--- src/rtl/gbf_ram.sv ---
// ----------------------------------------------------------------------------
// gbf_ram
// Simple dual-port memory: one write port, one read port, registered read.
// ----------------------------------------------------------------------------
module gbf_ram #(
  parameter int unsigned Width = 8,
  parameter int unsigned Depth = 16
) (
  input  logic                     clk_i,
  input  logic                     we_i,
  input  logic [$clog2(Depth)-1:0] waddr_i,
  input  logic [Width-1:0]         wdata_i,
  input  logic [$clog2(Depth)-1:0] raddr_i,
  output logic [Width-1:0]         rdata_o
);

  logic [Width-1:0] mem [Depth];
  logic [Width-1:0] rdata_q;

  always_ff @(posedge clk_i) begin
    if (we_i) begin
      mem[waddr_i] <= wdata_i;
    end
    rdata_q <= mem[raddr_i];
  end

  assign rdata_o = rdata_q;

endmodule

--- config.mk ---
export PLATFORM = sky130hd
export DESIGN_NAME = gbf_ram
export DESIGN_NICKNAME = d
export VERILOG_FILES = /design/src/rtl/gbf_ram.sv
export SDC_FILE = /design/constraint.sdc
export NUM_CORES = 1
export LEC_CHECK = 0
export BUFFER_PORTS_ARGS = -buffer_cell sky130_fd_sc_hd__buf_4
export CAP_MARGIN = 20
export CORE_ASPECT_RATIO = 0.75
export CORE_MARGIN = 3
export CORE_UTILIZATION = 45
export CTS_CLUSTER_DIAMETER = 50
export DETAILED_ROUTE_END_ITERATION = 7
export PLACE_DENSITY = 0.65
export SYNTH_ARGS = -nofsm -noshare
export SYNTH_HDL_FRONTEND = slang
export SYNTH_SLANG_ARGS = --single-unit
--- constraint.sdc ---
create_clock -name clk_i -period 5.6 [get_ports clk_i]
set_input_delay 1.12 -clock clk_i [delete_from_list [all_inputs] [get_ports clk_i]]
set_output_delay 1.12 -clock clk_i [all_outputs]
set_load 0.03 [all_outputs]
==> metrics <==
status=finished clean; clock tree buffer depth=2; worst hold stages=3; initial antenna violation count=0; worst r2r path cells=3; R2R Path Start=mem[10][2]$_DFFE_PP_; Critical Path, Cell by Cell=buf_4 > or3b_2 > nor2_1; largest family of logic cells by synthesized area=multiplexers; leak pwr=2.04 nW; Avg Cell Area, Syn=22.5 um^2; placed cells=385; Vias=about 2,400; largest cells by area after synthesis=edfxtp_1, mux4_2, mux4_1; clk_lat worst skew=410 ps; Max-cap violations=0; Die ar.=12,800 um^2; Worst Hold End=rdata_o[2]$_DFF_P_; total CTS buffers=17; share of the synthesized area in the top cell type=around three quarters; Final Hold Vio Count=0; Die X=129 um; critical path class=input port to register; Remaining DRCs=0; Reg-to-Reg End=rdata_o[2]$_DFF_P_; initial core utilization=46.7%; core area=11,000 um^2; area leader, netlist=edfxtp_1; Tot GR Track Use=16.7%; IO buf count=25; arrival time worst endpoint=2460 ps; nets@finish=283; highest clock rate=410 MHz; commonest non-fill, non-tap cells in the layout=edfxtp_1, buf_4, mux4_2, clkbuf_16, a22oi_1; clk_skew=roughly 12 ps; Starting DRT DRC Count=281; slowest stage delay, CP=710 ps; Antenna Cells=0; setup bufs post-CTS=0; Vias/cell=between 5 and 6; Yosys reg bits=136; Setup TNS Final=0 ps; most common cell after layout, fill and taps aside=edfxtp_1; # clock sinks=136; HPWL Detailed=6000 um; IO Pins=26; Root Driver=clkbuf_16; share of layout cells above drive strength 1=28.4%; sequential area share after synthesis=77.8%; CP Capture Type=register; largest net degree at the start of global routing=33; Clock transition at path regs=60 ps; Hold Crit Class=register to register; Worst Path Required=5630 ps; Final WS setup=3160 ps; crit-path max FO=8; Syn Std Cell Area=5150 um^2; first-pass GRT wire length=about 15,000 um; Hold WS=666 ps; Ys Warns=0; synthesized net count=247; Worst IR Drop VDD=0.234 mV; wire length per cell=about 23 um; Antenna Nets Post-Route=0; grt ovf=0; Synth Area in Adders=0%; Final Cycle Share=between 40% and 50%; Place WS=2360 ps; PostCTS Resize Cnt=0; CP max-delay cell=nor2_1; Tmin final=~2400 ps; CP startpoint kind=input port; CTS tree=yes; Max Slew Vio Count=0; Post-Synth XOR/XNOR Area=0%; mux cell area share after synthesis=between 10% and 20%; library cells used by synthesis=19; min-delay src=mem[7][2]$_DFFE_PP_; cells after synthesis=229; worst slew pin tran=982 ps; final core utilization=between 50% and 60%; row cnt=33; Finish-stage setup viols=0; RSZ-0062 raised after global routing=no; Pre-antenna DRT Iters=4; Post-Synth Simple-Gate Area=3.18%; flop-to-flop setup slack=4220 ps; Hold-fix buffers, CTS=0; complex-gate fraction of the synthesized area=2.33%; relative slew slack=34.3%; Syn-to-layout area delta=19.0%; number of global-route vias before repair=between 2,000 and 2,500; Die H=98.6 um; CTS H-tree lvls=4; Routed WL=just under 10,000 um; Layout Cells excl Fill=418; power density over cell area=412 nW/um^2; RePlAce Congestion=approximately 0.7
[power by group]
group	total (mW)	leakage (nW)	internal, mW	switching, mW
clock network	1.26	0.314	0.839	0.421
registers	1.14	1.22	1.14	0.00637
logic	0.120	0.503	0.0480	0.0715
total	2.52	2.04	2.03	0.499
[registers in the layout (all words and copies together), names as in the netlist]
name / flops
rdata_o: 8
mem: 128
[layer usage]
layer  GRT usage (%)  wire length, um
met3            4.98              645
met2            22.8             4390
met4            5.67              119
met1            25.9             4650
met5               0                0
[area by class of cell]
class,instances,area [um^2]
multi-input combinational,83,1070
fill,822,4900
tap,140,175
timing repair buffer,27,203
clock inverter,14,245
clock buffer,18,429
sequential,136,4000
[synthesized netlist by cell type (all sizes together)]
master and count:
edfxtp 128, mux4 32, a22oi 16, nor2 13
nand2 9, dfxtp 8, buf 7, nor3 4
clkdlybuf4s25 3, nand2b 2, nand3b 2, and2 1
and2b 1, nand3 1, nor2b 1, or3b 1
[critical path: cells and delay by family]
kind	cells	cell delay (ps)
buffers and inverters	1	120
and+or+nand+nor	2	1220
[worst max path at each step]
stage | start | endpoint | slack (ps) | cells after the start
2_1_floorplan | waddr_i[2] | mem[0][0]$_DFFE_PP_ | 2990 | 2
3_3_place_gp | waddr_i[2] | mem[0][2]$_DFFE_PP_ | 2570 | 3
3_5_place_dp | waddr_i[2] | mem[0][1]$_DFFE_PP_ | 2360 | 3
4_1_cts | waddr_i[2] | mem[0][2]$_DFFE_PP_ | 2810 | 3
5_1_grt | waddr_i[2] | mem[1][3]$_DFFE_PP_ | 3120 | 3
6_report | waddr_i[2] | mem[1][3]$_DFFE_PP_ | 3160 | 3
[per-stage QoR]
stage	power (mW)	area [um^2]
2_1_floorplan	1.24	5150
3_3_place_gp	1.28	5440
3_5_place_dp	1.29	5440
4_1_cts	2.54	6120
5_1_grt	2.60	6120
6_report	2.52	6120
[kinds of logic after synthesis]
| logic type | after synthesis |
|---|---|
| flip-flops | 136 |
| multiplexers | 32 |
| buffers and inverters | 10 |
| AND/OR/NAND/NOR | 35 |
| AO/OA/AOI/OAI | 16 |
(Power assumes the default switching activity.)
